<file path="src/hw/rtl/lbp_pkg.sv">
// shared types and constants for the 3x3 local binary pattern block
package lbp_pkg;

  localparam int MAX_WIDTH  = 4096;
  localparam int MAX_HEIGHT = 4096;
  localparam int PIX_W      = 8;
  localparam int SIZE_W     = 13;
  localparam int COL_W      = $clog2(MAX_WIDTH);
  localparam int ROW_W      = $clog2(MAX_HEIGHT);
  localparam int IDX_W      = 2;
  localparam int FIFO_DEPTH = 3;
  localparam int FIFO_PTR_W = 2;
  localparam int FIFO_CNT_W = 2;

  localparam logic [SIZE_W-1:0] SIZE_MIN       = SIZE_W'(3);
  localparam logic [SIZE_W-1:0] WIDTH_MAX      = SIZE_W'(MAX_WIDTH);
  localparam logic [SIZE_W-1:0] HEIGHT_MAX     = SIZE_W'(MAX_HEIGHT);
  localparam logic [SIZE_W-1:0] WIDTH_RESET    = SIZE_W'(640);
  localparam logic [SIZE_W-1:0] HEIGHT_RESET   = SIZE_W'(480);

  localparam logic [IDX_W-1:0] REG_FRAME_WIDTH  = IDX_W'(0);
  localparam logic [IDX_W-1:0] REG_FRAME_HEIGHT = IDX_W'(1);

  typedef logic [PIX_W-1:0] pixel_t;
  typedef logic [COL_W-1:0] col_t;

  // position flags of one accepted pixel
  typedef struct packed {
    logic produce;
    logic last;
  } scan_info_t;

  // one result entry
  typedef struct packed {
    logic   last;
    pixel_t code;
  } result_t;

  function automatic logic [SIZE_W-1:0] clamp_size(input logic [SIZE_W-1:0] v,
                                                   input logic [SIZE_W-1:0] hi);
    logic [SIZE_W-1:0] x;
    x = v;
    if (x < SIZE_MIN) x = SIZE_MIN;
    if (x > hi) x = hi;
    return x;
  endfunction

endpackage

</file>
<file path="src/hw/rtl/lbp_scan.sv">
// frame size registers and raster position counters
module lbp_scan
  import lbp_pkg::*;
(
  input  logic              clk,
  input  logic              rst,
  input  logic              cfg_write,
  input  logic [IDX_W-1:0]  cfg_index,
  input  logic [SIZE_W-1:0] cfg_data,
  input  logic              advance,
  output col_t              col,
  output scan_info_t        info,
  output logic [SIZE_W-1:0] frame_width
);

  logic [SIZE_W-1:0] frame_height;
  logic [ROW_W-1:0]  row;
  logic [SIZE_W-1:0] col_inc;
  logic [SIZE_W-1:0] row_inc;
  logic              known_reg;

  assign col_inc   = {1'b0, col} + SIZE_W'(1);
  assign row_inc   = {1'b0, row} + SIZE_W'(1);
  assign known_reg = (cfg_index == REG_FRAME_WIDTH) || (cfg_index == REG_FRAME_HEIGHT);

  assign info.produce = (row >= ROW_W'(2)) && (col >= COL_W'(2));
  assign info.last    = (row_inc == frame_height) && (col_inc == frame_width);

  always_ff @(posedge clk) begin
    if (rst) begin
      frame_width  <= WIDTH_RESET;
      frame_height <= HEIGHT_RESET;
      col          <= '0;
      row          <= '0;
    end else if (cfg_write && known_reg) begin
      if (cfg_index == REG_FRAME_WIDTH) begin
        frame_width <= clamp_size(cfg_data, WIDTH_MAX);
      end else begin
        frame_height <= clamp_size(cfg_data, HEIGHT_MAX);
      end
      col <= '0;
      row <= '0;
    end else if (advance) begin
      if (col_inc >= frame_width) begin
        col <= '0;
        if (row_inc >= frame_height) begin
          row <= '0;
        end else begin
          row <= row_inc[ROW_W-1:0];
        end
      end else begin
        col <= col_inc[COL_W-1:0];
      end
    end
  end

endmodule

</file>
<file path="config.mk">
export PLATFORM = sky130hd
export DESIGN_NAME = lbp_scan
export DESIGN_NICKNAME = d
export VERILOG_FILES = /design/src/hw/rtl/lbp_pkg.sv /design/src/hw/rtl/lbp_scan.sv
export SDC_FILE = /design/constraint.sdc
export NUM_CORES = 1
export LEC_CHECK = 0
export BUFFER_PORTS_ARGS = -buffer_cell sky130_fd_sc_hd__buf_2
export CORE_MARGIN = 2
export CORE_UTILIZATION = 35
export DETAILED_ROUTE_END_ITERATION = 10
export MAX_ROUTING_LAYER = met4
export PLACE_DENSITY = 0.62
export REMOVE_ABC_BUFFERS = 1
export SYNTH_ARGS = -nofsm -noshare
export SYNTH_HDL_FRONTEND = slang
export SYNTH_SLANG_ARGS = --single-unit
</file>
<file path="constraint.sdc">
create_clock -name clk -period 8.5 [get_ports clk]
set_clock_uncertainty 0.05 [all_clocks]
set_input_delay 1.7 -clock clk [delete_from_list [all_inputs] [get_ports clk]]
set_output_delay 1.7 -clock clk [all_outputs]
set_load 0.01 [all_outputs]
</file>
==> metrics.txt <==
# fillers 996; Post-synth EDFFs 0; pwr/cell area 124 nW/um2; Yosys cell types 51; slowest CP cell nor4_1; CTS Buf Count 5; Worst setup EP type output port; clock sink count 50; worst-skew pair later-pin latency 0.32 ns; peak supply drop 0.0662 mV; final period utilization 0.573; Hold Crit Class register to register; ys flop type dfxtp_1; Seq cells post-synth 50; P&R area growth vs syn 11.5%; CP Class register to output port; Root Driver clkbuf_8; worst rel slew slack 0.562; Finish-stage setup viols 0; Worst path max stage delay 0.57 ns; Hold Vio Cnt, Final 0; Die Y 102 um; Hold Buf Count CTS 0; Worst EP required 6.75 ns; initial antenna violation count 0; Data arrival, critical path 3.12 ns; MaxCap Viol Count 0; Core Rows 35; Fin Setup TNS 0 ns; Starting Density 0.361; Buf+Inv Stages, Crit Path 1; CTS H-tree depth 2; I/O Buffers 45; Worst Reg-to-Reg Cells 13; asr flop ratio synth 0; Clock Path Buffers 2; status finished clean; largest net degree at the start of global routing 29; Tightest Pin Transition 0.656 ns; Post-Syn Area 3340 um2; via count 3012; Yosys Warn Count 0; first-pass GRT wire length 13800 um; TritonCTS clock tree built; crit-path leading delay family simple AND/OR/NAND/NOR gates; IO Pins 46; Tmin final 4.87 ns; Syn Inst Count 424; Initial DRC Count 176; Total GRT Usage 0.174; number of global-route vias before repair 2848; RSZ-0062 raised after global routing false; core area 9240 um2; hpwl dp 6460 um; Worst path depth 8; Leakage 1.59 nW; DIE WIDTH 102 um; share of cells above drive strength 1 0.148; Fmax 0.205 GHz; post-DR wirelength/cell 14.8 um; Synth Area per Inst 7.88 um2; ant diodes 0; post-synthesis sequential area ratio 0.300; Hold Crit Depth 2; Net count, final 503; setup bufs post-CTS 0; drt first pass iters 4; total gr overflow 0; vias per std cell 5.18; final wirelength 8590 um; RD Place Congestion 0.978; CP most frequent cell nand4_1; Fin Hold WS 0.418 ns; Clk pin slew, worst setup/hold paths 0.10 ns; final antenna-violating net count 0; quantity of gates resized following cts 0; crit start category register; number of remaining DRC errors 0; cell chain of the critical path nand4_1, or3_1, xnor2_1, ha_1, nand4_1, nor4_1, and2_1, buf_2; CP Max Fanout 10; final slew viol count 0; DIE AREA 10300 um2
==> final timing paths <==
kind,start,slack (ns),to
setup / recovery,col[4],3.63,info[0]
hold / removal,frame_height[12],0.42,frame_height[12]
setup reg to reg,row[0],4.89,row[5]
hold reg to reg,frame_height[12],0.42,frame_height[12]
==> layout make-up <==
class / instances / area [um2] / area share
multi-input cells: 314 / 2090 / 0.560
flip-flops and latches: 50 / 1000 / 0.269
repair buffers: 46 / 233 / 0.0625
well taps: 129 / 161 / 0.0433
inverters: 36 / 135 / 0.0363
clock buffers: 5 / 68.8 / 0.0185
clock inverters: 2 / 38.8 / 0.0104
==> Yosys cell counts, drive strengths merged, types with 4 or more instances <==
cell type   n  share of area
a211o       6          0.016
a21oi      33          0.049
and2        6          0.011
and3        9          0.017
buf         6          0.015
clkbuf     18          0.020
dfxtp      50           0.30
ha         31           0.12
inv        36          0.040
nand2      54          0.061
nand2b      6          0.011
nand3      32          0.048
nand3b      7          0.019
nand4       8          0.015
nor2       27          0.030
nor2b       7          0.015
nor3        4          0.013
nor3b       6          0.013
nor4       15          0.028
o21ai      14          0.021
xnor2      11          0.029
xor2        5          0.013
==> layout by cell type (no fill, tap or decap), types with 2 or more instances in the layout <==
| cell type | instances |
|---|---|
| and3_1 | 9 |
| nand3_1 | 32 |
| nor2b_1 | 6 |
| nand4_1 | 8 |
| buf_2 | 45 |
| a22oi_1 | 3 |
| ha_1 | 31 |
| nor3_1 | 2 |
| a211o_1 | 6 |
| a21o_1 | 2 |
| o41ai_1 | 2 |
| nand2_1 | 54 |
| nor3_4 | 2 |
| o21ai_0 | 7 |
| nor3b_1 | 6 |
| nand2b_1 | 6 |
| a31oi_1 | 3 |
| a21oi_1 | 33 |
| nor4_1 | 15 |
| nand3b_1 | 6 |
| inv_1 | 36 |
| o22ai_2 | 3 |
| nor2_1 | 27 |
| a32oi_1 | 2 |
| xor2_1 | 5 |
| clkbuf_8 | 5 |
| dfxtp_1 | 50 |
| o21ai_1 | 7 |
| o21bai_1 | 2 |
| xnor2_1 | 11 |
| and2_1 | 6 |
| a211oi_1 | 2 |
==> per-layer routing <==
metal / up-vias / track usage / routed length, um
li1: 1544 / - / -
met1: 1397 / 0.232 / 4090
met2: 62 / 0.279 / 4090
met3: 9 / 0.0269 / 313
met4: 0 / 0.0374 / 95
met5: - / - / 0
==> tightest hold or removal path, cell delays in order, from the launching register on <==
cell	delay, ns
dfxtp_1	0.32
nand2_1	0.05
a21oi_1	0.06
==> stage by stage <==
step	setup slack, ns	cell area [um2]	total power, mW	util	instances
2_1_floorplan	4.47	3220	0.274	-	400
3_3_place_gp	4.10	3620	0.294	0.391	575
3_5_place_dp	4.01	3620	0.295	0.391	575
4_1_cts	3.64	3720	0.466	0.403	582
5_1_grt	3.42	3720	0.477	0.403	582
6_report	3.63	3720	0.461	0.403	582
==> registers in the layout (all words and copies together) (netlist names) <==
| register | flops |
|---|---|
| frame_height | 13 |
| frame_width | 13 |
| row | 12 |
| col | 12 |
==> cells by family after synthesis <==
| family | Yosys count | share of synthesized area |
|---|---|---|
| AND/OR/NAND/NOR | 188 | 0.301 |
| AO/OA/AOI/OAI | 79 | 0.166 |
| buffers and inverters | 60 | 0.0757 |
| adder cells (fa/ha/maj) | 31 | 0.116 |
| XOR/XNOR | 16 | 0.0420 |
| flip-flops | 50 | 0.300 |
==> power by group <==
| group | internal [mW] | switching (mW) | total (mW) |
|---|---|---|---|
| Combinational | 0.0175 | 0.0308 | 0.0483 |
| Clock | 0.0868 | 0.0845 | 0.171 |
| Sequential | 0.238 | 0.00349 | 0.242 |
| Total | 0.342 | 0.119 | 0.461 |
(Power assumes the default switching activity.)
