**config.mk**
```make
export PLATFORM = sky130hd
export DESIGN_NAME = lbp_window
export DESIGN_NICKNAME = d
export VERILOG_FILES = /design/src/hw/rtl/lbp_pkg.sv /design/src/hw/rtl/lbp_window.sv
export SDC_FILE = /design/constraint.sdc
export NUM_CORES = 1
export LEC_CHECK = 0
export BUFFER_PORTS_ARGS = -buffer_cell sky130_fd_sc_hd__clkbuf_2
export CORE_UTILIZATION = 52
export CTS_BUF_LIST = sky130_fd_sc_hd__clkbuf_8
export DETAILED_ROUTE_END_ITERATION = 16
export GPL_TIMING_DRIVEN = 0
export PLACE_DENSITY = 0.81
export SYNTH_ARGS = -nofsm -noshare
export SYNTH_HDL_FRONTEND = slang
export SYNTH_SLANG_ARGS = --single-unit
export TNS_END_PERCENT = 50
```
**constraint.sdc**
```tcl
create_clock -name clk -period 1.61 [get_ports clk]
set_input_delay 0.0805 -clock clk [delete_from_list [all_inputs] [get_ports clk]]
set_output_delay 0.0805 -clock clk [all_outputs]
set_load 0.005 [all_outputs]
```
**src/hw/rtl/lbp_pkg.sv**
```systemverilog
// shared types and constants for the 3x3 local binary pattern block
package lbp_pkg;

  localparam int MAX_WIDTH  = 4096;
  localparam int MAX_HEIGHT = 4096;
  localparam int PIX_W      = 8;
  localparam int SIZE_W     = 13;
  localparam int COL_W      = $clog2(MAX_WIDTH);
  localparam int ROW_W      = $clog2(MAX_HEIGHT);
  localparam int IDX_W      = 2;
  localparam int FIFO_DEPTH = 3;
  localparam int FIFO_PTR_W = 2;
  localparam int FIFO_CNT_W = 2;

  localparam logic [SIZE_W-1:0] SIZE_MIN       = SIZE_W'(3);
  localparam logic [SIZE_W-1:0] WIDTH_MAX      = SIZE_W'(MAX_WIDTH);
  localparam logic [SIZE_W-1:0] HEIGHT_MAX     = SIZE_W'(MAX_HEIGHT);
  localparam logic [SIZE_W-1:0] WIDTH_RESET    = SIZE_W'(640);
  localparam logic [SIZE_W-1:0] HEIGHT_RESET   = SIZE_W'(480);

  localparam logic [IDX_W-1:0] REG_FRAME_WIDTH  = IDX_W'(0);
  localparam logic [IDX_W-1:0] REG_FRAME_HEIGHT = IDX_W'(1);

  typedef logic [PIX_W-1:0] pixel_t;
  typedef logic [COL_W-1:0] col_t;

  // position flags of one accepted pixel
  typedef struct packed {
    logic produce;
    logic last;
  } scan_info_t;

  // one result entry
  typedef struct packed {
    logic   last;
    pixel_t code;
  } result_t;

  function automatic logic [SIZE_W-1:0] clamp_size(input logic [SIZE_W-1:0] v,
                                                   input logic [SIZE_W-1:0] hi);
    logic [SIZE_W-1:0] x;
    x = v;
    if (x < SIZE_MIN) x = SIZE_MIN;
    if (x > hi) x = hi;
    return x;
  endfunction

endpackage

```
**src/hw/rtl/lbp_window.sv**
```systemverilog
// write-back stage: line store update, window shift and the eight compares
module lbp_window
  import lbp_pkg::*;
(
  input  logic       clk,
  input  logic       rst,
  input  logic       accept,
  input  pixel_t     pixel,
  input  col_t       col,
  input  scan_info_t info,
  input  pixel_t     top_rd,
  input  pixel_t     mid_rd,
  output logic       wr_en,
  output col_t       wr_addr,
  output pixel_t     wr_pixel,
  output logic       push,
  output result_t    result
);

  logic       busy;
  scan_info_t info_q;
  pixel_t     pix_q;
  col_t       col_q;

  // window columns 1 and 2; column 0 is only ever read after the shift
  pixel_t w01, w02, w11, w12, w21, w22;
  pixel_t centre;

  always_ff @(posedge clk) begin
    if (rst) begin
      busy <= 1'b0;
    end else begin
      busy <= accept;
    end
  end

  always_ff @(posedge clk) begin
    if (accept) begin
      info_q <= info;
      pix_q  <= pixel;
      col_q  <= col;
    end
  end

  always_ff @(posedge clk) begin
    if (busy) begin
      w01 <= w02;
      w02 <= top_rd;
      w11 <= w12;
      w12 <= mid_rd;
      w21 <= w22;
      w22 <= pix_q;
    end
  end

  assign wr_en    = busy;
  assign wr_addr  = col_q;
  assign wr_pixel = pix_q;

  assign centre = w12;

  always_comb begin
    result.last    = info_q.last;
    result.code[0] = centre <= w01;
    result.code[1] = centre <= w02;
    result.code[2] = centre <= top_rd;
    result.code[3] = centre <= w11;
    result.code[4] = centre <= mid_rd;
    result.code[5] = centre <= w21;
    result.code[6] = centre <= w22;
    result.code[7] = centre <= pix_q;
  end

  assign push = busy && info_q.produce;

endmodule

```
==> reports/results.txt, run 1 <==
Fin. Hold Viols -> 0
WS Path Type -> flop to output port
Syn-to-layout area delta -> 37.21%
initial core utilization -> 53.69%
Relative slew margins -> 55.44%
Crit path arrival time -> 2090 ps
Synth Net Count -> 388
Slew Limit Fails -> 0
Final Cell Area -> 5315 um2
gr usage total -> 28.03%
Clock power frac -> 37.8%
Clock transition at path regs -> 90 ps
VDD IR max -> 1345 uV
placed inst area -> 4354 um2
Tcrit/Tclk final -> 134.9%
Yosys reg bits -> 71
Sw Pwr -> 1.252 mW
synth warn -> 0
Worst setup EP type -> output port
Die Width -> 88.31 um
count of different cell masters after synthesis -> 18
CTS H-tree depth -> 3
sequential share of power -> 45.9%
port bufs -> 71
global-route wire length before repair -> 15530 um
Max-Cap Viols -> 0
RSZ-0062 raised after global routing -> yes
commonest non-fill, non-tap cell in the layout -> edfxtp_1
outcome -> finished, violations left
most frequent cells in the layout -> edfxtp_1, clkbuf_2, inv_1, ha_1, dlygate4sd3_1
Die Area -> 7799 um2
antenna violations before repair -> 2
DRT Wirelength -> 11580 um
sequential area share after synthesis -> 54.78%
Required @ worst endpoint -> 1530 ps
final worst path period need -> 2172 ps
largest net degree at the start of global routing -> 51
final antenna-violating net count -> 0
DRC viols -> 0
Die Height -> 88.31 um
setup violators final -> 8
worst-path maximum fanout -> 3
Filler Cells Inserted -> 404
GP Congestion -> 0.8016
Internal -> 3.607 mW
DP HPWL -> 5290 um
vias in the first global route -> 3187
Final nets -> 527
CTS tree -> built
Slew @ Worst Pin -> 668.4 ps
drt pass-1 iters -> 5
clk root buf -> clkbuf_8
vias per cell -> 5.689
Vias -> 2998
Pleak -> 2.358 nW
Skew-Pair Late Insertion Delay -> 360 ps
pwr/cell area -> 914.1 nW/um2
fmax -> 460.4 MHz
CTS Buffer Depth -> 2
final hold slack -> 358.2 ps
Synth Instances -> 283
CP Launch Type -> flop
Cell Area, Synth -> 3874 um2
Iteration-0 DRC Markers -> 223
Sw Share -> 25.76%
Clock Sinks -> 71
Avg Cell Area, Syn -> 13.69 um2
Num CTS Buffers -> 9
Worst Skew -> 8.757 ps
Reg2Reg Setup Slack -> 450 ps
setup ws final -> -561.9 ps
Core Box Area -> 7214 um2
failing checks -> setup timing
top-level I/O count -> 72
Final Power -> 4.859 mW
Comb pwr share -> 16.3%
Tightest Hold Check Type -> input pin to flop
FP Rows -> 31
share of cells above drive strength 1 -> 38.64%
Routed WL per cell -> 21.97 um
total gr overflow -> 0
-- cells by family (layout without fill, tap and decap cells) --
family                     Yosys count  count (layout)  synth area share (%)
AOI/OAI and AO/OA                   56              56                 11.11
adders and majority gates           64              64                 20.67
buffers and inverters               58             202                 5.717
DFF                                 71              71                 54.78
other                                0               1                     0
and+or+nand+nor                     34              34                 7.720
-- cell type report --
type | instances | area [um2] | share of cell area, %
tap | 99 | 123.9 | 2.331
inverter | 57 | 217.7 | 4.096
antenna | 1 | 2.502 | 0.04708
multi-input combinational | 154 | 1693 | 31.85
sequential | 71 | 2126 | 40.00
buffer | 1 | 7.507 | 0.1412
clock inverter | 6 | 107.6 | 2.024
clock buffer | 10 | 137.6 | 2.589
timing repair buffer | 128 | 899.6 | 16.93
-- cell usage after synthesis, drive strengths merged --
library cell	number	area (um2)
inv	57	214.0
a21oi	32	190.2
nand4	16	146.4
o22ai	8	100.1
and2	1	6.260
nor2b	9	116.4
nand2	8	30.03
o211ai	8	100.1
ha	64	800.8
buf	1	7.510
o21ai	8	40.04
dfxtp	1	20.02
edfxtp	70	2102
-- sequential cells by signal, summed over array words and instances, names as in the netlist, 8 cells and up --
signal    cells
w02           8
centre        8
wr_pixel      8
w11           8
wr_addr      12
w21           8
w01           8
w22           8
-- worst max-delay path, cell delays in order (launching register included) --
cell      delay, ps
edfxtp_1        420
buf_4           160
ha_1            320
nand2_1          90
o21ai_0         380
o22ai_2         190
buf_2           180
-- through the flow --
step / setup slack (ps) / instances / TNS, ps / util [%]
6_report: -561.9 / 527 / -2964 / 73.67
5_1_grt: -576.9 / 527 / -3552 / 73.67
4_1_cts: -288.0 / 523 / -2035 / 72.20
3_5_place_dp: -57.24 / 453 / -283.7 / 60.35
3_3_place_gp: -33.92 / 453 / -135.0 / 60.35
2_1_floorplan: 300.1 / 283 / 0 / -
-- power by group through the flow --
| stage | combinational [mW] | sequential (mW) | clock, mW |
|---|---|---|---|
| after floorplan | 0.334 | 2.26 | 0 |
| after global placement | 0.505 | 2.28 | 0 |
| after detailed placement | 0.539 | 2.28 | 0 |
| after CTS | 0.689 | 2.22 | 1.75 |
| after global routing | 0.844 | 2.24 | 1.90 |
| final | 0.793 | 2.23 | 1.83 |
-- metal layers --
| metal | GRT usage, % | vias to the layer above | wire (um) |
|---|---|---|---|
| li1 | - | 1322 | - |
| met1 | 29.18 | 1408 | 3894 |
| met2 | 49.72 | 190 | 6002 |
| met3 | 6.996 | 76 | 797 |
| met4 | 19.21 | 2 | 847 |
| met5 | 0 | - | 34 |
-- worst paths after layout --
kind                                           from                     to  depth (start not counted)
worst max register to register     wr_en$_SDFF_PP0_       w02[3]$_DFFE_PP_                          0
worst max-delay path            centre[7]$_DFFE_PP_              result[4]                          6
worst min register to register     w02[4]$_DFFE_PP_       w01[4]$_DFFE_PP_                          0
worst min-delay path                         accept  wr_pixel[6]$_DFFE_PP_                          1
-- what timing repair did --
| action | CTS | global route |
|---|---|---|
| setup buffers | 15 | 3 |
| gates resized for setup | 17 | 15 |
| hold buffers | 39 | 0 |
| hold endpoints to repair | 39 | 0 |
| endpoints found under the setup margin | 10 | 9 |
| pin swaps | 0 | 4 |
No activity file was read; power rests on OpenSTA's default activity.
==> inputs of run 2 (changes only) <==
--- a/config.mk
+++ b/config.mk
@@ -6,11 +6,11 @@
 export NUM_CORES = 1
 export LEC_CHECK = 0
 export BUFFER_PORTS_ARGS = -buffer_cell sky130_fd_sc_hd__clkbuf_2
-export CORE_UTILIZATION = 52
+export CORE_UTILIZATION = 60
 export CTS_BUF_LIST = sky130_fd_sc_hd__clkbuf_8
 export DETAILED_ROUTE_END_ITERATION = 16
 export GPL_TIMING_DRIVEN = 0
-export PLACE_DENSITY = 0.81
+export PLACE_DENSITY = 0.94
 export SYNTH_ARGS = -nofsm -noshare
 export SYNTH_HDL_FRONTEND = slang
 export SYNTH_SLANG_ARGS = --single-unit
==> constraint.sdc (replaced) <==
create_clock -name clk -period 2.65 [get_ports clk]
set_input_delay 0.1325 -clock clk [delete_from_list [all_inputs] [get_ports clk]]
set_output_delay 0.1325 -clock clk [all_outputs]
set_load 0.005 [all_outputs]
==> run 2 against run 1 <==
The run now ends clean. Worst hold slack got worse by 360 ps. Non-clock buffer count decreased by 18. Final cell count decreased by 8.2%. Cell area decreased by 7.2%. Sequential share of layout area increased by 3.1 points. Via count increased by 3.7%. Critical path type unchanged. Largest cell class unchanged. Highest routed layer is now met4.
==> reports/results.txt, run 2 (synthesized netlist as in run 1, its figures left out) <==
outcome -> completed
RSZ-0062 raised after global routing -> no
Place WS -> 915.5 ps (+972.8 ps)
pwr/cell area -> 564.8 nW/um2 (-38%)
FP Rows -> 28 (-9.7%)
initial core utilization -> 63.91% (+10 points)
GP Congestion -> 0.8030 (+0.17%)
fmax -> 440.2 MHz
met3 Use GR -> 12.75% (+5.8 points)
total gr overflow -> 0 (unchanged)
busiest grt layer -> met2
Crit path arrival time -> 2140 ps (+50 ps)
Die Area -> 6782 um2 (-13%)
Tightest Hold Check Type -> input pin to flop
Die Height -> 82.35 um (-6.7%)
share of cells above drive strength 1 -> 31.30% (-7.3 points)
placed inst area -> 4344 um2 (-0.23%)
gr usage total -> 40.30% (+12 points)
Inserted Diodes -> 0 (-1)
setup ws final -> 378.2 ps (+940.0 ps)
DP HPWL -> 5887 um (+11%)
Relative slew margins -> 60.12% (+4.7 points)
worst-path maximum fanout -> 9 (+6)
Non-Filler Instances -> 484 (-8.2%)
Clock Sinks -> 71 (unchanged)
CP Launch Type -> flop
Slew Limit Fails -> 0 (unchanged)
Vias -> 3110 (+3.7%)
Critical Path Start -> centre[1]$_DFFE_PP_
vias per cell -> 6.426 (+13%)
crit path max-delay cell type -> edfxtp_1
Clock transition at path regs -> 80 ps (about the same)
Total Neg Setup Slack -> 0 ps (+2964 ps)
DRT Wirelength -> 12230 um (+5.7%)
Largest register FFs -> 12 (unchanged)
Core Box Area -> 6061 um2 (-16%)
Pleak -> 2.264 nW (-4.0%)
port bufs -> 71 (unchanged)
commonest non-fill, non-tap cell in the layout -> clkbuf_2
Tcrit/Tclk final -> 85.73%
CTS Buffer Depth -> 2 (unchanged)
Num CTS Buffers -> 9 (unchanged)
Skew-Pair Late Insertion Delay -> 380 ps (+20 ps)
Fin. Hold Viols -> 0 (unchanged)
Final Power -> 2.785 mW (-43%)
CTS H-tree depth -> 3 (unchanged)
drt pass-1 iters -> 5 (unchanged)
antenna violations before repair -> 0 (-2)
vias in the first global route -> 3377 (+6.0%)
worst stage delay on the critical path -> 640 ps (+220 ps)
setup violators final -> 0 (-8)
VDD IR max -> 552.5 uV (-59%)
Die Width -> 82.35 um (-6.7%)
most frequent cells in the layout -> clkbuf_2, edfxtp_1, ha_1, inv_1, dlygate4sd3_1
met2 global-route usage -> 64.46% (+15 points)
WS Path Type -> flop to output port
Worst Skew -> 14.82 ps (+6.059 ps)
final hold slack -> 2.371 ps (-355.9 ps)
crit-path cells -> ha_1, nor2b_4, o211ai_2, a21oi_2, o22ai_2, clkbuf_2
Iteration-0 DRC Markers -> 469 (+110%)
Hold Crit Start -> mid_rd[1]
final core occ -> 81.38% (+7.7 points)
Max-Cap Viols -> 0 (unchanged)
global-route wire length before repair -> 18420 um (+19%)
Final Cell Area -> 4932 um2 (-7.2%)
CTS tree -> built
grt met1 use -> 41.73% (+13 points)
Required @ worst endpoint -> 2520 ps (+990 ps)
final worst path period need -> 2272 ps
Worst setup EP type -> output port
Routed WL per cell -> 25.27 um (+15%)
top-level I/O count -> 72 (unchanged)
clk root buf -> clkbuf_8
Syn-to-layout area delta -> 27.33%
placed cells -> 430 (-5.1%)
DRC viols -> 0 (unchanged)
postcts setup bufs -> 0 (-15)
largest net degree at the start of global routing -> 43 (-16%)
Final nets -> 509 (-3.4%)
final antenna-violating net count -> 0 (unchanged)
Slew @ Worst Pin -> 598.2 ps (-70.22 ps)
Critical R2R Launch -> wr_en$_SDFF_PP0_
## run 2: area by class of cell
class                      count  area [um2]
sequential                    71        2123
multi-input combinational    154        1530
fill                         256        1129
timing repair buffer         110       755.7
inverter                      57       214.0
clock buffer                  11       151.4
tap                           75       93.84
clock inverter                 5       56.30
buffer                         1       7.507
## run 2: per-layer routing
layer,wire length [um],up-vias
met5,0,-
met4,1142,0
met3,1305,133
met2,5860,291
met1,3923,1402
li1,-,1284
## run 2: worst paths after layout
path	end	slack (ps)	depth (start not counted)
setup / recovery	result[4]	380	6
hold / removal	centre[1]$_DFFE_PP_	2	1
setup reg to reg	w01[0]$_DFFE_PP_	1540	1
hold reg to reg	w01[1]$_DFFE_PP_	460	0
## run 2: critical path, delay by kind of cell (launching register included)
| kind | cells | cell delay, ps |
|---|---|---|
| simple gates | 1 | 160 |
| compound gates | 3 | 370 |
| fa+ha+maj | 1 | 450 |
| buf+inv | 1 | 150 |
| flops | 1 | 640 |
## run 2: what timing repair did
action,in CTS,in global routing
resized for setup,0,0
setup endpoints to repair,0,0
hold buffers,38,0
endpoints found under the hold margin,38,0
## run 2: report_power, final
part / total [mW] / internal [mW] / switching [mW] / leakage (nW)
clock network: 0.975 / 0.485 / 0.490 / 0.105
logic: 0.450 / 0.206 / 0.244 / 1.48
registers: 1.36 / 1.31 / 0.0534 / 0.674
