File: src/hw/rtl/lbp_pkg.sv
// shared types and constants for the 3x3 local binary pattern block
package lbp_pkg;

  localparam int MAX_WIDTH  = 4096;
  localparam int MAX_HEIGHT = 4096;
  localparam int PIX_W      = 8;
  localparam int SIZE_W     = 13;
  localparam int COL_W      = $clog2(MAX_WIDTH);
  localparam int ROW_W      = $clog2(MAX_HEIGHT);
  localparam int IDX_W      = 2;
  localparam int FIFO_DEPTH = 3;
  localparam int FIFO_PTR_W = 2;
  localparam int FIFO_CNT_W = 2;

  localparam logic [SIZE_W-1:0] SIZE_MIN       = SIZE_W'(3);
  localparam logic [SIZE_W-1:0] WIDTH_MAX      = SIZE_W'(MAX_WIDTH);
  localparam logic [SIZE_W-1:0] HEIGHT_MAX     = SIZE_W'(MAX_HEIGHT);
  localparam logic [SIZE_W-1:0] WIDTH_RESET    = SIZE_W'(640);
  localparam logic [SIZE_W-1:0] HEIGHT_RESET   = SIZE_W'(480);

  localparam logic [IDX_W-1:0] REG_FRAME_WIDTH  = IDX_W'(0);
  localparam logic [IDX_W-1:0] REG_FRAME_HEIGHT = IDX_W'(1);

  typedef logic [PIX_W-1:0] pixel_t;
  typedef logic [COL_W-1:0] col_t;

  // position flags of one accepted pixel
  typedef struct packed {
    logic produce;
    logic last;
  } scan_info_t;

  // one result entry
  typedef struct packed {
    logic   last;
    pixel_t code;
  } result_t;

  function automatic logic [SIZE_W-1:0] clamp_size(input logic [SIZE_W-1:0] v,
                                                   input logic [SIZE_W-1:0] hi);
    logic [SIZE_W-1:0] x;
    x = v;
    if (x < SIZE_MIN) x = SIZE_MIN;
    if (x > hi) x = hi;
    return x;
  endfunction

endpackage

File: src/hw/rtl/lbp_out_fifo.sv
// three-entry result queue that decouples the output side
module lbp_out_fifo
  import lbp_pkg::*;
(
  input  logic                  clk,
  input  logic                  rst,
  input  logic                  push,
  input  result_t               push_data,
  input  logic                  pop,
  output logic                  not_empty,
  output result_t               head,
  output logic [FIFO_CNT_W-1:0] count
);

  result_t                 slots [FIFO_DEPTH];
  logic [FIFO_PTR_W-1:0]   wr_ptr;
  logic [FIFO_PTR_W-1:0]   rd_ptr;
  logic                    do_pop;

  assign not_empty = count != '0;
  assign head      = slots[rd_ptr];
  assign do_pop    = pop && not_empty;

  function automatic logic [FIFO_PTR_W-1:0] ptr_inc(input logic [FIFO_PTR_W-1:0] p);
    return (p == FIFO_PTR_W'(FIFO_DEPTH - 1)) ? '0 : p + FIFO_PTR_W'(1);
  endfunction

  always_ff @(posedge clk) begin
    if (push) begin
      slots[wr_ptr] <= push_data;
    end
  end

  always_ff @(posedge clk) begin
    if (rst) begin
      wr_ptr <= '0;
      rd_ptr <= '0;
      count  <= '0;
    end else begin
      if (push) wr_ptr <= ptr_inc(wr_ptr);
      if (do_pop) rd_ptr <= ptr_inc(rd_ptr);
      if (push && !do_pop) begin
        count <= count + FIFO_CNT_W'(1);
      end else if (!push && do_pop) begin
        count <= count - FIFO_CNT_W'(1);
      end
    end
  end

endmodule

File: config.mk
export PLATFORM = sky130hd
export DESIGN_NAME = lbp_out_fifo
export DESIGN_NICKNAME = d
export VERILOG_FILES = /design/src/hw/rtl/lbp_pkg.sv /design/src/hw/rtl/lbp_out_fifo.sv
export SDC_FILE = /design/constraint.sdc
export NUM_CORES = 1
export LEC_CHECK = 0
export BUFFER_PORTS_ARGS = -buffer_cell sky130_fd_sc_hd__buf_2
export CAP_MARGIN = 10
export CORE_ASPECT_RATIO = 0.8
export CORE_MARGIN = 2
export CORE_UTILIZATION = 45
export CTS_CLUSTER_SIZE = 20
export DETAILED_ROUTE_END_ITERATION = 10
export GPL_TIMING_DRIVEN = 0
export PLACE_DENSITY = 0.67
export SETUP_SLACK_MARGIN = 0.2
export SLEW_MARGIN = 5
export SYNTH_ARGS = -nofsm -noshare
export SYNTH_HDL_FRONTEND = slang
export SYNTH_SLANG_ARGS = --single-unit
File: constraint.sdc
create_clock -name clk -period 2.28 [get_ports clk]
set_input_delay 0.228 -clock clk [delete_from_list [all_inputs] [get_ports clk]]
set_output_delay 0.228 -clock clk [all_outputs]
set_load 0.01 [all_outputs]
==> metrics.md, run 1 <==
| Metric | Value |
|---|---|
| Final setup vio count | 0 |
| Seq pwr share | 0.523 |
| WP depth | 5 |
| Core ar. | 0.002765 sq mm |
| CP endpoint kind | primary output |
| Hold Crit Class | input port to flop |
| F_max | 544.7 MHz |
| Reg clk slew, reported paths | 0.10 ns |
| GRT Residual Overflow | 0 |
| Status | finished clean |
| Post-CTS Hold Fix Bufs | 0 |
| Comb power frac | 0.230 |
| Syn nets | 103 |
| Cell Rows | 17 |
| Clk buf depth | 2 |
| Proportion of layout cells with a drive suffix above 1 | 0.3140 |
| CP Launch Type | flop |
| CP max stage cell | clkbuf_1 |
| Initial Util | 0.4719 |
| Synth Flop Type | edfxtp_1 |
| Synth Area per Inst | 14.66 sq um |
| Vias per cell | 4.868 |
| Final ANT Viol Nets | 0 |
| Postcts setup bufs | 0 |
| Seq/Total Area, Yosys | 0.7440 |
| Largest net degree at the start of global routing | 11 |
| H-tree Lvls | 2 |
| Wirelength per Cell | 13.42 um |
| Ys async rst share | 0 |
| Max transition margin | 0.4447 |
| Number of global-route vias before repair | 725 |
| Switch Pwr | 409.3 uW |
| Mapped Area | 0.001305 sq mm |
| Reg2reg path depth | 4 |
| CTS tree | done |
| Min Clock Period, post-route | 1.836 ns |
| Critical path, cell by cell | clkbuf_1, buf_2, nand2_1, o21ai_0, buf_2 |
| Delay of the slowest cell on the worst path | 0.34 ns |
| Final hold slack | 0.09128 ns |
| Worst Tran Pin Value | 0.8284 ns |
| RSZ-0062 raised after global routing | false |
| Layout Area Growth over Synthesis | 18.50% |
| Distinct cell type count after synthesis | 22 |
| Slew Viols, Final | 0 |
| Clock share of power | 0.247 |
| EDFF count, synth | 27 |
| DIE AREA | 0.003350 sq mm |
| Detailed Routing Iterations Pass 1 | 3 |
| Delay-heaviest family, CP | buffers and inverters |
| First-pass GRT wire length | 3.505 mm |
| Total power | 1.494 mW |
| Worst-Skew Late Latency | 0.33 ns |
| Final Cycle Share | 0.8052 |
| Critical path class | flop to primary output |
| Pwr dens | 966.1 mW/mm^2 |
| Final Hold Viols | 0 |
| Maxcap violations | 0 |
| Critical Path Fanout Max | 10 |
| Ant. Diodes | 0 |
| Ys Warns | 0 |
| Syn Inst Count | 89 |
| IO Port Bufs | 24 |
| GRT Util Overall | 0.1481 |
| Sw Ratio | 0.2740 |
| Cts repair resizes | 0 |
| Vias | 774 |
| Internal power | 1.085 mW |
| Total wire length | 2.134 mm |
| Routability congestion estimate | 0.7017 |
| Die width | 64.21 um |
| P_leak | 0.5649 nW |
| Setup_tns | 0 ns |
| Synth Register Bits | 35 |
| CTS buffer count | 5 |
| NumNets Final | 134 |
| DIE HEIGHT | 52.17 um |
| Final core utilization | 0.5593 |
| DR iter-0 viols | 7 |
| Critical Path Most Common Cell | buf_2 |
| Worst Path Arrival | 1.61 ns |
| Worst Path Buf+Inv | 3 |
| Required @ worst endpoint | 2.05 ns |
| Fin Clk Skew | 0.005601 ns |
| Post-DP HPWL | 1.469 mm |
| Hold path cells | 1 |
| I/O pin count | 25 |
| Peak VDD IR | 0.5256 mV |
| CTS root buffer | clkbuf_4 |
| Detailed-route DRC error count | 0 |
| Clock sink total | 35 |
| Initial antenna violation count | 0 |
## routing by layer
layer | track usage | routed length, um
met5 | 0 | 0
met4 | 0.05319 | 24
met3 | 0.06277 | 136
met2 | 0.2361 | 1064
met1 | 0.1822 | 909
## per-stage QoR
stage               worst slack (ns)  std cells  cell area (sq um)
finish                        0.4441        159               1546
global route                  0.2702        159               1546
CTS                           0.3971        159               1546
detailed placement            0.7672        151               1478
global placement              0.3394        151               1473
floorplan                     0.8187         89               1305
## kinds of logic (layout without fill, tap and decap cells)
group                    Yosys count  in the layout  share of synthesized area
flip-flops                        35             35                     0.7440
multiplexers                       9              9                    0.06903
buffers and inverters              4             36                    0.01342
AND/OR/NAND/NOR                   22             22                    0.07958
XOR/XNOR                           2              2                    0.01343
adder cells (fa/ha/maj)            1              1                   0.009586
AO/OA/AOI/OAI                     16             16                    0.07094
## flip-flops by register name, indices dropped and copies added (netlist names), named ones only
| name | flops |
|---|---|
| count | 2 |
| slots | 27 |
| rd_ptr | 2 |
| wr_ptr | 2 |
## power by group through the flow
stage	combinational, mW	sequential, mW	clock (mW)
after floorplan	0.219	0.799	0
after global routing	0.388	0.792	0.408
after CTS	0.350	0.783	0.381
after global placement	0.343	0.793	0
after detailed placement	0.349	0.797	0
final	0.343	0.781	0.369
## path summary, 6_finish.rpt
check          startpoint          end  slack [ns]
min          push_data[5]  slots[2][5]        0.09
max reg2reg      count[1]     count[1]        0.85
max                  flop      head[8]        0.44
min reg2reg     rd_ptr[1]    rd_ptr[1]        0.49
## cell usage after synthesis, types with 2 or more instances
cell type / instances / area, sq um
a21oi_1: 3 / 15.01
buf_2: 2 / 10.01
dfxtp_1: 8 / 160.2
edfxtp_1: 27 / 810.8
mux2i_1: 9 / 90.09
nand2_1: 12 / 45.04
nor2_1: 3 / 11.26
o21ai_0: 9 / 45.04
or3_1: 2 / 12.51
xor2_1: 2 / 17.52
## cell type report
class                      instances  area, sq um
clock buffer                       8        68.82
sequential                        35        970.9
fill                             245         1219
buffer                             3        13.76
timing repair buffer              24        120.1
multi-input combinational         50        321.6
inverter                           1        3.754
tap                               38        47.55
## layout by cell type (no fill, tap or decap), types with 2 or more instances in the layout
cell type | Yosys | routed
clkbuf_1 | 1 | 2
nor2_1 | 3 | 3
dfxtp_1 | 8 | 8
xor2_1 | 2 | 2
a21oi_1 | 3 | 3
edfxtp_1 | 27 | 27
clkbuf_4 | 0 | 5
buf_2 | 2 | 26
or3_1 | 2 | 2
o21ai_0 | 9 | 9
nand2_1 | 12 | 12
clkbuf_8 | 0 | 2
mux2i_1 | 9 | 9
## worst reg2reg max path, delay by kind of cell, from the launching register on
kind                     cells  cell delay (ns)
AND/OR/NAND/NOR              1             0.35
flip-flops                   1             0.36
adder cells (fa/ha/maj)      1             0.30
AO/OA/AOI/OAI                2             0.38
Power figures use the tool's default switching activity.
==> run 2: changes to the inputs <==
--- a/config.mk
+++ b/config.mk
@@ -5,6 +5,7 @@
 export SDC_FILE = /design/constraint.sdc
 export NUM_CORES = 1
 export LEC_CHECK = 0
+export ABC_AREA = 1
 export BUFFER_PORTS_ARGS = -buffer_cell sky130_fd_sc_hd__buf_2
 export CAP_MARGIN = 10
 export CORE_ASPECT_RATIO = 0.8
==> constraint.sdc (replaced) <==
create_clock -name clk -period 1.9 [get_ports clk]
set_input_delay 0.19 -clock clk [delete_from_list [all_inputs] [get_ports clk]]
set_output_delay 0.19 -clock clk [all_outputs]
set_load 0.01 [all_outputs]
==> run 2 against run 1 <==
Net effect:
- sequential power up 15%
- critical path type is now flop to flop
- clock skew down 0.00060 ns
- combinational power down 5.8%
- highest routed layer unchanged
- via count up 20%
==> metrics.md, run 2 <==
| Metric | Value |
|---|---|
| F_max | 688.4 MHz |
| XOR/XNOR Fraction of Synth Area | 0 (was 0.01342) |
| Synth Area in Simple Gates | 0.1165 (was 0.07958) |
| I/O pin count | 25 (unchanged) |
| Min Clock Period, post-route | 1.453 ns |
| Final ANT Viol Nets | 0 (unchanged) |
| Largest net degree at the start of global routing | 11 (unchanged) |
| Clock sink total | 35 (unchanged) |
| DR iter-0 viols | 35 (was 7) |
| Initial antenna violation count | 0 (unchanged) |
| Final setup vio count | 0 (unchanged) |
| EDFF count, synth | 27 (unchanged) |
| Synth Register Bits | 35 (unchanged) |
| Post-synth top cells | edfxtp_1, a21oi_1, nand2_1 (was edfxtp_1, nand2_1, mux2i_1, o21ai_0, dfxtp_1) |
| Total wire length | 2.354 mm (was 2.134 mm) |
| Number of global-route vias before repair | 839 (was 725) |
| Reg clk slew, reported paths | 0.06 ns (was 0.10 ns) |
| Clk buf depth | 2 (unchanged) |
| Worst-Skew Late Latency | 0.28 ns (was 0.33 ns) |
| Worst Path Arrival | 1.43 ns (was 1.61 ns) |
| Final Hold Viols | 0 (unchanged) |
| Worst Tran Pin Value | 0.5728 ns (was 0.8284 ns) |
| Cts repair resizes | 0 (unchanged) |
| Syn Inst Count | 116 (was 89) |
| DIE HEIGHT | 52.86 um (was 52.17 um) |
| Synth area leader | edfxtp_1 (unchanged) |
| RSZ-0062 raised after global routing | false (unchanged) |
| Ys Warns | 0 (unchanged) |
| Required @ worst endpoint | 1.88 ns (was 2.05 ns) |
| Most frequent cells in the layout | edfxtp_1, buf_2, a21oi_1 (was edfxtp_1, buf_2, nand2_1) |
| Setup_tns | 0 ns (unchanged) |
| NumNets Final | 162 (was 134) |
| Final core utilization | 0.5686 (was 0.5593) |
| Synth Area per Inst | 11.57 sq um (was 14.66 sq um) |
| H-tree Lvls | 2 (unchanged) |
| Largest register FFs | 27 (unchanged) |
| GRT Util Overall | 0.1638 (was 0.1481) |
| Critical path, cell by cell | inv_1, nor3_1, buf_2 (was clkbuf_1, buf_2, nand2_1, o21ai_0, buf_2) |
| Post-synthesis mux area share | 0 (was 0.06903) |
| Slew Viols, Final | 0 (unchanged) |
| Syn nets | 130 (was 103) |
| Detailed-route DRC error count | 0 (unchanged) |
| CTS tree | done (unchanged) |
| Postcts setup bufs | 0 (unchanged) |
| Status | finished clean (unchanged) |
| Die width | 65.07 um (was 64.21 um) |
| Delay-heaviest family, CP | simple AND/OR/NAND/NOR gates (was buffers and inverters) |
| Worst Path Buf+Inv | 2 (was 3) |
| Seq/Total Area, Yosys | 0.7232 (was 0.7440) |
| Proportion of layout cells with a drive suffix above 1 | 0.2550 (was 0.3140) |
| Final Cycle Share | 0.7645 |
| Adder-Cell Fraction of Synth Area | 0.009320 (was 0.009588) |
| CP max stage cell | nor3_1 (was clkbuf_1) |
| Mapped Area | 0.001343 sq mm (was 0.001305 sq mm) |
| Layout Area Growth over Synthesis | 18.92% (was 18.50%) |
| Ant. Diodes | 0 (unchanged) |
| Routability congestion estimate | 0.7794 (was 0.7017) |
| GRT Residual Overflow | 0 (unchanged) |
| Core ar. | 0.002808 sq mm (was 0.002765 sq mm) |
| DIE AREA | 0.003439 sq mm (was 0.003350 sq mm) |
| Vias per cell | 4.957 (was 4.868) |
| CP endpoint kind | flop (was primary output) |
| Critical path class | flop to flop (was flop to primary output) |
| IO Port Bufs | 24 (unchanged) |
| Commonest non-fill, non-tap cell in the layout | edfxtp_1 (unchanged) |
| Vias | 927 (was 774) |
| CTS buffer count | 5 (unchanged) |
| Pwr dens | 1076 mW/mm^2 (was 966.1 mW/mm^2) |
| Synth Flop Type | edfxtp_1 (unchanged) |
| Fin Clk Skew | 0.004998 ns (was 0.005601 ns) |
| CTS root buffer | clkbuf_8 (was clkbuf_4) |
| Distinct cell type count after synthesis | 19 (was 22) |
| Hold Crit Class | input port to flop (unchanged) |
| Most numerous cell in the Yosys netlist | edfxtp_1 (unchanged) |
| Complex-gate fraction of the synthesized area | 0.09413 (was 0.07095) |
| Top reg by flops | slots (unchanged) |
| Ys async rst share | 0 (unchanged) |
| Post-CTS Hold Fix Bufs | 0 (unchanged) |
| Post-DP HPWL | 1.681 mm (was 1.469 mm) |
| First-pass GRT wire length | 3.912 mm (was 3.505 mm) |
| Delay of the slowest cell on the worst path | 0.45 ns (was 0.34 ns) |
| P_leak | 0.6632 nW (was 0.5649 nW) |
| Cell Rows | 17 (unchanged) |
| Largest family of logic cells by synthesized area | simple AND/OR/NAND/NOR gates (unchanged) |
| Post-synth top area share | 0.6039 (was 0.6213) |
| Critical Path Fanout Max | 6 (was 10) |
| Wirelength per Cell | 12.59 um (was 13.42 um) |
| Synth area leaders | edfxtp_1, dfxtp_1, a21oi_1 (was edfxtp_1, dfxtp_1, mux2i_1) |
| CP Launch Type | flop (unchanged) |
| Peak VDD IR | 0.5426 mV (was 0.5256 mV) |
| Detailed Routing Iterations Pass 1 | 4 (was 3) |
| Maxcap violations | 0 (unchanged) |
| Max transition margin | 0.6152 (was 0.4447) |
| Initial Util | 0.4782 (was 0.4719) |
run 2: cell types whose count changed after synthesis, moves of 3 or more:
cell	delta
inv_1	+11
o21ai_0	-8
nand2_1	+7
mux2i_1	-9
a21oi_1	+18
nand3_1	+3
nor2_1	+11
run 2: final cells by class:
class | count | area [sq um]
Buffer | 2 | 16.27
Clock buffer | 7 | 76.32
Clock inverter | 1 | 5.005
Fill cell | 253 | 1211
Inverter | 15 | 60.06
Multi-Input combinational cell | 64 | 295.3
Sequential cell | 35 | 970.9
Tap cell | 38 | 47.55
Timing Repair Buffer | 25 | 125.1
run 2: final timing paths:
kind / start / end / slack, ns / cells after the start
worst max-delay path: wr_ptr[1] / slots[2][6] / 0.45 / 3
worst min-delay path: rst / wr_ptr[0] / 0.10 / 2
worst max register to register: wr_ptr[1] / slots[2][6] / 0.45 / 3
worst min register to register: wr_ptr[1] / wr_ptr[1] / 0.47 / 2
run 2: worst register-to-register path, delay by kind of cell, from the launching register on:
kind          cells  cell delay (ns)
buf+inv           2             0.38
simple gates      1             0.45
flops             1             0.33
run 2: where the power goes:
part           switching [mW]  total [mW]  internal (mW)
logic                   0.198       0.323          0.125
clock network           0.239       0.496          0.257
registers              0.0229       0.900          0.877
run 2: layer usage:
metal,GRT usage,wire length [um]
met4,0.04167,21
met1,0.2042,1038
met3,0.05745,135
met2,0.2766,1158
met5,0,0
run 2: logic make-up after synthesis:
| kind of cell | after synthesis |
|---|---|
| flops | 35 |
| fa+ha+maj | 1 |
| compound gates | 24 |
| buf+inv | 17 |
| simple gates | 39 |
run 2: stage by stage:
step / instances / setup slack, ns / hold slack, ns / power (mW) / cell area, sq um
CTS: 187 / 0.4259 / 0.09416 / 1.737 / 1597
global route: 187 / 0.3514 / 0.09001 / 1.825 / 1597
finish: 187 / 0.4475 / 0.1008 / 1.718 / 1597
global placement: 178 / 0.07079 / 0.3787 / 1.229 / 1510
detailed placement: 179 / 0.3964 / 0.3867 / 1.244 / 1515
floorplan: 116 / 0.4815 / 0.2591 / 1.119 / 1343
